$ cat src/rtl/lbps_pkg.sv
`default_nettype none

package lbps_pkg;

   // Sizing
   localparam int CHANNELS = 16;
   localparam int PHASES   = 4;

   // Fixed widths of the beat fields
   localparam int CHAN_FIELD_W  = 4;
   localparam int SLOT_FIELD_W  = 2;
   localparam int TIME_W        = 32;
   localparam int DUR_W         = 16;
   localparam int REPS_W        = 8;
   localparam int TOTAL_W       = 3;

   // Derived index widths
   localparam int CH_W  = (CHANNELS > 1) ? $clog2(CHANNELS) : 1;
   localparam int PH_W  = (PHASES > 1) ? $clog2(PHASES) : 1;
   localparam int EFF_W = $clog2(PHASES + 1);
   localparam int PAT_AW = CH_W + PH_W;
   localparam int PAT_DEPTH = 2 ** PAT_AW;

   typedef enum logic {
      FUNC_LOAD = 1'b0,
      FUNC_TICK = 1'b1
   } func_type;

   // Per-channel run state held in the channel memory
   typedef struct packed {
      logic              level;
      logic [TIME_W-1:0] last_ms;
      logic [REPS_W-1:0] done;
   } chan_state_type;

   // One pattern phase held in the pattern memory
   typedef struct packed {
      logic [DUR_W-1:0]  low_ms;
      logic [DUR_W-1:0]  high_ms;
      logic [REPS_W-1:0] reps;
   } phase_entry_type;

   // Result of one tick update
   typedef struct packed {
      chan_state_type  st;
      logic [PH_W-1:0] ptr;
      logic            changed;
   } upd_type;

   localparam int CHAN_ST_W = $bits(chan_state_type);
   localparam int ENTRY_W   = $bits(phase_entry_type);

endpackage

`default_nettype wire

$ cat src/rtl/led_blink_pattern_sequencer.sv
`default_nettype none

// Multi-channel LED blink sequencer.
// Request beats (req_*) either load one pattern phase of a channel
// (req_func = load) or tick a channel with the current millisecond time
// (req_func = tick). A load gives no response; a tick gives one response
// beat (rsp_*) with the channel, its pin level after the tick and whether
// the tick toggled it.
// A tick goes through the update stage, then into the response register.
// Throughput: one beat per cycle for loads and for ticks of different
// channels while the response is not stalled. A tick of the same channel
// as the tick just before it waits until the channel memory write is done.
// Channel state (level, toggle time, repeats done) lives in a RAM with a
// valid bit per channel; the pattern phases live in a second RAM addressed
// by channel and phase. Phase pointers and phase counts are flops.
// Reset clears the valid bits, pointers and in-flight beats and sets every
// phase count to one; no clearing pass is needed. Pattern phases are
// undefined until loaded.
// When rsp_stall is high the response holds and one more tick can sit in
// the update stage; after that req_stall rises until the response drains.
module led_blink_pattern_sequencer (
   input  wire logic                                clock,
   input  wire logic                                reset,
   input  wire logic                                req_valid,
   output logic                                     req_stall,
   input  wire logic                                req_func,
   input  wire logic [lbps_pkg::CHAN_FIELD_W-1:0]   req_channel,
   input  wire logic [lbps_pkg::SLOT_FIELD_W-1:0]   req_phase_slot,
   input  wire logic [lbps_pkg::DUR_W-1:0]          req_low_time_ms,
   input  wire logic [lbps_pkg::DUR_W-1:0]          req_high_time_ms,
   input  wire logic [lbps_pkg::REPS_W-1:0]         req_repeat_count,
   input  wire logic [lbps_pkg::TOTAL_W-1:0]        req_phases_in_use,
   input  wire logic [lbps_pkg::TIME_W-1:0]         req_now_ms,
   output logic                                     rsp_valid,
   input  wire logic                                rsp_stall,
   output logic      [lbps_pkg::CHAN_FIELD_W-1:0]   rsp_out_channel,
   output logic                                     rsp_pin_level,
   output logic                                     rsp_level_changed
);

   localparam int CH_W = lbps_pkg::CH_W;
   localparam int PH_W = lbps_pkg::PH_W;

   // Request decode
   logic            accept;
   logic            ch_ok;
   logic            slot_ok;
   logic            is_tick;
   logic            do_load;
   logic            do_tick;
   logic [CH_W-1:0] ch_idx;
   logic [PH_W-1:0] slot_idx;

   // Update stage
   logic                        s1_valid_ff, s1_valid_in;
   logic [CH_W-1:0]             s1_ch_ff;
   logic [lbps_pkg::TIME_W-1:0] s1_now_ff;
   logic [PH_W-1:0]             s1_ptr_ff;
   logic                        s1_cs_valid_ff;
   logic                        s1_done;
   logic                        out_free;

   // Per-channel flops
   logic [PH_W-1:0]              ptr_ff     [lbps_pkg::CHANNELS];
   logic [lbps_pkg::TOTAL_W-1:0] total_ff   [lbps_pkg::CHANNELS];
   logic [lbps_pkg::CHANNELS-1:0] cs_valid_ff;

   // Memory ports
   logic [lbps_pkg::CHAN_ST_W-1:0] chan_rd_data;
   logic [lbps_pkg::ENTRY_W-1:0]   pat_rd_data;
   lbps_pkg::chan_state_type       cur_state;
   lbps_pkg::phase_entry_type      cur_entry;
   lbps_pkg::phase_entry_type      load_entry;
   lbps_pkg::upd_type              upd;

   // Response register
   logic                              rsp_valid_ff, rsp_valid_in;
   logic [lbps_pkg::CHAN_FIELD_W-1:0] rsp_channel_ff;
   logic                              rsp_level_ff;
   logic                              rsp_changed_ff;

   assign is_tick  = (req_func == lbps_pkg::FUNC_TICK);
   assign ch_idx   = CH_W'(req_channel);
   assign slot_idx = PH_W'(req_phase_slot);
   assign ch_ok    = (32'(req_channel) < lbps_pkg::CHANNELS);
   assign slot_ok  = (32'(req_phase_slot) < lbps_pkg::PHASES);

   // Stall while the update stage cannot drain, or on a same-channel tick
   assign out_free  = !rsp_valid_ff || !rsp_stall;
   assign s1_done   = s1_valid_ff && out_free;
   assign req_stall = s1_valid_ff &&
                      (!out_free || (is_tick && (ch_idx == s1_ch_ff)));
   assign accept    = req_valid && !req_stall;
   assign do_load   = accept && !is_tick && ch_ok && slot_ok;
   assign do_tick   = accept && is_tick && ch_ok;

   assign load_entry.low_ms  = req_low_time_ms;
   assign load_entry.high_ms = req_high_time_ms;
   assign load_entry.reps    = req_repeat_count;

   lbps_ram #(
      .WIDTH (lbps_pkg::ENTRY_W),
      .DEPTH (lbps_pkg::PAT_DEPTH)
   ) u_pattern_ram (
      .clock   (clock),
      .wr_en   (do_load),
      .wr_addr ({ch_idx, slot_idx}),
      .wr_data (load_entry),
      .rd_en   (do_tick),
      .rd_addr ({ch_idx, ptr_ff[ch_idx]}),
      .rd_data (pat_rd_data)
   );

   lbps_ram #(
      .WIDTH (lbps_pkg::CHAN_ST_W),
      .DEPTH (lbps_pkg::CHANNELS)
   ) u_chan_ram (
      .clock   (clock),
      .wr_en   (s1_done),
      .wr_addr (s1_ch_ff),
      .wr_data (upd.st),
      .rd_en   (do_tick),
      .rd_addr (ch_idx),
      .rd_data (chan_rd_data)
   );

   // A channel never written reads as its reset state
   assign cur_state = s1_cs_valid_ff ? lbps_pkg::chan_state_type'(chan_rd_data) : '0;
   assign cur_entry = lbps_pkg::phase_entry_type'(pat_rd_data);

   lbps_chan_update u_update (
      .cur    (cur_state),
      .ent    (cur_entry),
      .now_ms (s1_now_ff),
      .ptr    (s1_ptr_ff),
      .total  (total_ff[s1_ch_ff]),
      .upd    (upd)
   );

   // Update stage control
   always_comb begin
      s1_valid_in = s1_valid_ff;
      if (do_tick) begin
         s1_valid_in = 1'b1;
      end else if (s1_done) begin
         s1_valid_in = 1'b0;
      end
   end

   always_ff @(posedge clock) begin
      if (reset) begin
         s1_valid_ff <= 1'b0;
      end else begin
         s1_valid_ff <= s1_valid_in;
      end
   end

   always_ff @(posedge clock) begin
      if (do_tick) begin
         s1_ch_ff       <= ch_idx;
         s1_now_ff      <= req_now_ms;
         s1_ptr_ff      <= ptr_ff[ch_idx];
         s1_cs_valid_ff <= cs_valid_ff[ch_idx];
      end
   end

   // Per-channel pointer, phase count and state-valid flops
   always_ff @(posedge clock) begin
      if (reset) begin
         cs_valid_ff <= '0;
         for (int i = 0; i < lbps_pkg::CHANNELS; i++) begin
            ptr_ff[i]   <= '0;
            total_ff[i] <= lbps_pkg::TOTAL_W'(1);
         end
      end else begin
         if (s1_done) begin
            ptr_ff[s1_ch_ff]      <= upd.ptr;
            cs_valid_ff[s1_ch_ff] <= 1'b1;
         end
         if (do_load) begin
            total_ff[ch_idx] <= req_phases_in_use;
         end
      end
   end

   // Response register
   always_comb begin
      rsp_valid_in = rsp_valid_ff;
      if (s1_done) begin
         rsp_valid_in = 1'b1;
      end else if (!rsp_stall) begin
         rsp_valid_in = 1'b0;
      end
   end

   always_ff @(posedge clock) begin
      if (reset) begin
         rsp_valid_ff <= 1'b0;
      end else begin
         rsp_valid_ff <= rsp_valid_in;
      end
   end

   always_ff @(posedge clock) begin
      if (s1_done) begin
         rsp_channel_ff <= lbps_pkg::CHAN_FIELD_W'(s1_ch_ff);
         rsp_level_ff   <= upd.st.level;
         rsp_changed_ff <= upd.changed;
      end
   end

   assign rsp_valid         = rsp_valid_ff;
   assign rsp_out_channel   = rsp_channel_ff;
   assign rsp_pin_level     = rsp_level_ff;
   assign rsp_level_changed = rsp_changed_ff;

endmodule

`default_nettype wire

$ cat src/rtl/lbps_ram.sv
`default_nettype none

// Simple dual-port RAM, one write and one registered read per cycle
module lbps_ram #(
   parameter int WIDTH = 8,
   parameter int DEPTH = 16
) (
   input  wire logic                                    clock,
   input  wire logic                                    wr_en,
   input  wire logic [((DEPTH > 1) ? $clog2(DEPTH) : 1)-1:0] wr_addr,
   input  wire logic [WIDTH-1:0]                        wr_data,
   input  wire logic                                    rd_en,
   input  wire logic [((DEPTH > 1) ? $clog2(DEPTH) : 1)-1:0] rd_addr,
   output logic      [WIDTH-1:0]                        rd_data
);

   logic [WIDTH-1:0] mem_ff [DEPTH];

   always_ff @(posedge clock) begin
      if (wr_en) begin
         mem_ff[wr_addr] <= wr_data;
      end
      if (rd_en) begin
         rd_data <= mem_ff[rd_addr];
      end
   end

endmodule

`default_nettype wire

$ cat src/rtl/lbps_chan_update.sv
`default_nettype none

// Tick update: compare elapsed time, toggle, count repeats, advance phase
module lbps_chan_update (
   input  wire lbps_pkg::chan_state_type              cur,
   input  wire lbps_pkg::phase_entry_type             ent,
   input  wire logic [lbps_pkg::TIME_W-1:0]           now_ms,
   input  wire logic [lbps_pkg::PH_W-1:0]             ptr,
   input  wire logic [lbps_pkg::TOTAL_W-1:0]          total,
   output lbps_pkg::upd_type                          upd
);

   logic [lbps_pkg::TIME_W-1:0] elapsed;
   logic [lbps_pkg::REPS_W-1:0] done_inc;
   logic [lbps_pkg::REPS_W-1:0] reps_eff;
   logic [lbps_pkg::EFF_W-1:0]  total_eff;
   logic [lbps_pkg::EFF_W-1:0]  ptr_inc;
   logic                        low_done;
   logic                        high_done;
   logic                        advance;

   assign elapsed   = now_ms - cur.last_ms;
   assign low_done  = elapsed >= lbps_pkg::TIME_W'(ent.low_ms);
   assign high_done = elapsed >= lbps_pkg::TIME_W'(ent.high_ms);
   assign done_inc  = cur.done + lbps_pkg::REPS_W'(1);
   assign reps_eff  = (ent.reps == '0) ? lbps_pkg::REPS_W'(1) : ent.reps;
   assign advance   = (done_inc >= reps_eff) || (done_inc == '0);
   assign ptr_inc   = lbps_pkg::EFF_W'(ptr) + lbps_pkg::EFF_W'(1);

   // zero phases acts as one, too many acts as the maximum
   always_comb begin
      if (total == '0) begin
         total_eff = lbps_pkg::EFF_W'(1);
      end else if (32'(total) > lbps_pkg::PHASES) begin
         total_eff = lbps_pkg::EFF_W'(lbps_pkg::PHASES);
      end else begin
         total_eff = lbps_pkg::EFF_W'(total);
      end
   end

   always_comb begin
      upd.st      = cur;
      upd.ptr     = ptr;
      upd.changed = 1'b0;
      if (!cur.level) begin
         if (low_done) begin
            upd.st.level   = 1'b1;
            upd.st.last_ms = now_ms;
            upd.changed    = 1'b1;
         end
      end else if (high_done) begin
         upd.st.level   = 1'b0;
         upd.st.last_ms = now_ms;
         upd.changed    = 1'b1;
         upd.st.done    = done_inc;
         if (advance) begin
            upd.st.done = '0;
            upd.ptr     = (ptr_inc >= total_eff) ? '0 : lbps_pkg::PH_W'(ptr_inc);
         end
      end
   end

endmodule

`default_nettype wire

$ cat config.mk
export PLATFORM = sky130hd
export DESIGN_NAME = led_blink_pattern_sequencer
export DESIGN_NICKNAME = d
export VERILOG_FILES = /design/src/rtl/lbps_pkg.sv /design/src/rtl/led_blink_pattern_sequencer.sv /design/src/rtl/lbps_ram.sv /design/src/rtl/lbps_chan_update.sv
export SDC_FILE = /design/constraint.sdc
export NUM_CORES = 2
export LEC_CHECK = 0
export BUFFER_PORTS_ARGS = -buffer_cell sky130_fd_sc_hd__clkbuf_2
export CAP_MARGIN = 40
export CORE_ASPECT_RATIO = 0.6
export CORE_MARGIN = 10
export CORE_UTILIZATION = 49
export DETAILED_ROUTE_END_ITERATION = 10
export HOLD_SLACK_MARGIN = 0.03
export PLACE_DENSITY = 0.63
export SETUP_SLACK_MARGIN = 0.4
export SKIP_LAST_GASP = 1
export SLEW_MARGIN = 40
export SYNTH_ARGS = -nofsm -noshare
export SYNTH_HDL_FRONTEND = slang
export SYNTH_SLANG_ARGS = --single-unit
$ cat constraint.sdc
create_clock -name clock -period 6.89 [get_ports clock]
set_input_delay 0.689 -clock clock [delete_from_list [all_inputs] [get_ports clock]]
set_output_delay 0.689 -clock clock [all_outputs]
set_load 0.02 [all_outputs]
==> out/results.txt <==
Synth Area in XOR/XNOR -> 0.164%
DR iter-0 viols -> 13,300
Critical Path AT -> 6.06 ns
fin. max-slew vios -> 0
Port Buf Inserts -> 93
number of synthesized flops with an enable pin -> 3,422
sequential share of the synthesized area -> 77.1%
Starting Density -> 49.3%
Core Rows -> 148
Hold Slack -> 0.131 ns
CTS tree -> done
power density cells -> 287 nW/µm²
Post-Route Setup TNS -> 0 ns
Max IR drop VDD -> 0.252 mV
# setup viols final -> 0
crit-path max FO -> 18
Num CTS Buffers -> 305
Resize count post-CTS -> 0
FMAX -> 182 MHz
CTS clock-pin slew for the worst setup and hold paths -> 0.06 ns
ordered list of cells on the worst path -> buf_4 > nand2_1 > ha_1 > a21oi_1 > o21ai_0 > o21bai_1 > a21oi_1 > xnor2_1 > ha_1 > a2111o_1 > a211o_1 > a21oi_1 > nor3_1 > a2111oi_4 > buf_4 > a22o_1
synthesized area -> 134,000 µm²
Worst EP required -> 7.45 ns
RSZ-0062 raised after global routing -> false
Max-Cap Viols -> 0
H-tree levels -> 5
largest area contributor in the netlist -> edfxtp_1
top area cells in the synthesized netlist -> edfxtp_1, mux4_2, a22oi_1
Slew @ Worst Pin -> 0.960 ns
flip-flop and latch count after synthesis -> 3,444
final non-filler cell area -> 152,000 µm²
adder-cell share of the synthesized area -> 0.744%
complex-gate fraction of the synthesized area -> 3.35%
post-synth top area share -> 76.8%
Slew HR -> 35.2%
largest net degree at the start of global routing -> 92
CTS root buffer -> clkbuf_16
antenna violation net count after detailed routing -> 0
final hold viol count -> 0
path depth of the worst reg2reg path -> 16
grt ovf -> 0
post-CTS setup buffer count -> 0
RR Endpoint -> u_chan_ram.mem_ff[1][34]$_DFFE_PP_
TritonCTS Sinks -> 3,444
mux cell area share after synthesis -> 15.0%
Syn. warnings -> 0
GP Congestion -> 0.895
Core Region -> 271,000 µm²
Die W -> 695 µm
global-route wire length before repair -> 555 mm
clk_skew -> 0.0739 ns
outcome -> complete, no violations
area grow syn2layout -> 13.6%
die footprint -> 295,000 µm²
Tot GR Track Use -> 27.0%
wire per inst -> 38.7 µm
via count -> 71,200
LEAKAGE -> 0.0475 µW
syn_nets -> 6,377
largest family of logic cells by synthesized area -> multiplexers
DP Wirelength -> 239 mm
Post-Route WL -> 404 mm
antenna violations before repair -> 32
worst min path class -> input pin to flop
vias in the first global route -> 67,400
Die Height -> 425 µm
Async SR Flop Fraction -> 0%
Critical path origin -> s1_cs_valid_ff$_DFFE_PP_
startpoint types -> flop
Period minus WS final -> 5.50 ns
post-synthesis simple-gate area fraction -> 2.40%
latest clock arrival within the worst-skew pair -> 0.90 ns
kind of end point of the critical path -> flop
crit-path most repeated cell -> a21oi_1
share of layout cells above drive strength 1 -> 26.8%
Critical-path top delay cell -> a21oi_1
crit path to -> u_chan_ram.mem_ff[1][34]$_DFFE_PP_
synthesized instance count -> 6,212
DP Area -> 142,000 µm²
peak per-stage delay on the critical path -> 0.59 ns
Crit Path Class -> flop to flop
Nets -> 6,777
reg-to-reg startpoint -> s1_cs_valid_ff$_DFFE_PP_
vias per inst -> 6.81
FF-to-FF setup slack -> 1.39 ns
Yosys cell types -> 75
Primary FF master, synth -> edfxtp_1
I/O pin count -> 94
Clock Tree Buf Depth -> 4
DR pass1 iterations -> 7
Period Utilization, post-route -> 79.9%
synthesized area per cell -> 21.5 µm²
Post-route DRC -> 0
## synthesized netlist by cell type, drive strengths merged, types with 3 or more instances
| library cell | instances |
|---|---|
| a2111oi | 5 |
| a211o | 16 |
| a211oi | 43 |
| a21o | 41 |
| a21oi | 118 |
| a221o | 5 |
| a221oi | 7 |
| a22o | 55 |
| a22oi | 145 |
| a311o | 5 |
| a31oi | 39 |
| a32o | 4 |
| a32oi | 3 |
| and2 | 44 |
| and3 | 9 |
| buf | 152 |
| clkbuf | 180 |
| dfxtp | 22 |
| edfxtp | 3422 |
| ha | 78 |
| inv | 72 |
| mux2 | 16 |
| mux2i | 52 |
| mux4 | 858 |
| nand2 | 246 |
| nand2b | 24 |
| nand3 | 42 |
| nand3b | 7 |
| nand4 | 35 |
| nor2 | 180 |
| nor2b | 9 |
| nor3 | 35 |
| nor4 | 9 |
| o211ai | 13 |
| o21a | 5 |
| o21ai | 63 |
| o21bai | 7 |
| o22ai | 42 |
| o31ai | 6 |
| o32ai | 7 |
| or2 | 25 |
| or3 | 9 |
| or4 | 7 |
| xnor2 | 14 |
| xor2 | 11 |
## worst min-delay path by stage
stage / start / end / cells after the start
3_3_place_gp: cs_valid_ff[2]$_SDFFE_PP0P_ / cs_valid_ff[2]$_SDFFE_PP0P_ / 2
2_1_floorplan: s1_ch_ff[3]$_DFFE_PP_ / rsp_out_channel[3]$_DFFE_PP_ / 0
3_5_place_dp: cs_valid_ff[11]$_SDFFE_PP0P_ / cs_valid_ff[11]$_SDFFE_PP0P_ / 2
5_1_grt: rsp_stall / rsp_valid$_SDFFE_PP0P_ / 3
4_1_cts: rsp_stall / rsp_valid$_SDFFE_PP0P_ / 3
6_report: rsp_stall / rsp_valid$_SDFFE_PP0P_ / 3
## logic make-up after synthesis
family / after synthesis
DFF: 3444
muxes: 926
and+or+nand+nor: 692
AOI/OAI and AO/OA: 642
buffers and inverters: 404
adders and majority gates: 79
xor gates and xnor gates: 25
## stage by stage
step	total power [µW]	util [%]	cells	worst slack (ns)
finish	43600	56.0	10500	1.39
global route	44800	56.0	10400	1.04
CTS	43700	55.9	10400	1.52
detailed placement	27000	52.2	9867	1.57
global placement	26900	51.9	9830	1.50
floorplan	25700	-	6212	1.08
## critical path: cells and delay by family (launching register included)
| kind | cells | cell delay (ns) |
|---|---|---|
| AND/OR/NAND/NOR | 2 | 0.23 |
| AO/OA/AOI/OAI | 9 | 3.17 |
| flip-flops | 1 | 0.37 |
| buffers and inverters | 2 | 0.65 |
| adder cells (fa/ha/maj) | 2 | 0.59 |
| XOR/XNOR | 1 | 0.13 |
## sequential cells by signal, summed over array words and instances, names as in the netlist, named ones only
signal,count
u_chan_ram.mem_ff,656
cs_valid_ff,16
s1_valid_ff,1
s1_cs_valid_ff,1
ptr_ff,32
rsp_out_channel,4
rsp_pin_level,1
s1_now_ff,32
rsp_valid,1
total_ff,48
s1_ptr_ff,2
u_pattern_ram.mem_ff,2560
u_pattern_ram.rd_data,40
rsp_level_changed,1
u_chan_ram.rd_data,41
s1_ch_ff,4
## layout by cell type, fill, tap and decap left out, types with 16 or more instances in the layout
master / netlist / layout
clkbuf_4: 0 / 26
buf_4: 13 / 181
a21oi_1: 117 / 116
a22o_1: 55 / 55
bufinv_16: 0 / 30
edfxtp_1: 3422 / 3422
or2_2: 25 / 25
nand4_1: 35 / 35
nor3_1: 35 / 32
clkbuf_1: 180 / 57
dfxtp_1: 22 / 21
a21o_1: 41 / 41
o22ai_1: 42 / 42
nand2_1: 246 / 242
buf_6: 6 / 16
dlygate4sd3_1: 0 / 32
mux4_2: 858 / 857
ha_1: 78 / 78
buf_16: 0 / 21
o21ai_0: 58 / 58
a22oi_1: 145 / 145
a31oi_1: 39 / 39
nand3_1: 41 / 40
clkinv_1: 0 / 62
nor2_1: 180 / 90
clkbuf_2: 0 / 63
nand2b_1: 24 / 22
mux2i_1: 52 / 52
clkbuf_16: 0 / 310
clkinv_2: 0 / 48
buf_12: 0 / 70
mux2_2: 16 / 16
inv_1: 71 / 71
a211oi_1: 43 / 43
and2_1: 43 / 43
nor2_4: 0 / 89
## cell type report
cell class                 instances  area [µm²]
antenna                           12        30.0
clock buffer                     367        7970
clock inverter                   174        1710
fill                           19800      119000
inverter                          72         278
multi-input combinational       2364       29700
sequential                      3444      103000
tap                             3600        4500
timing repair buffer             425        4580
## metal layers
| layer | track usage (%) | part of all wire (%) | vias to the layer above |
|---|---|---|---|
| li1 | - | - | 27000 |
| met1 | 42.6 | 41 | 38000 |
| met2 | 35.6 | 41 | 5549 |
| met3 | 9.52 | 16 | 640 |
| met4 | 6.35 | 2.6 | 26 |
| met5 | 0.305 | 0.067 | - |
## where the power goes
part           total [µW]  internal [µW]  switching (µW)  leakage [µW]
combinational        3300           1360            1940        0.0118
clock               17100           9420            7640       0.00471
sequential          23300          23200             107        0.0311
## timing repair
| item | 4_1_cts | 5_1_grt |
|---|---|---|
| hold buffers | 32 | 0 |
| hold endpoints to repair | 32 | 0 |
| setup endpoints to repair | 0 | 0 |
(Power assumes the default switching activity.)
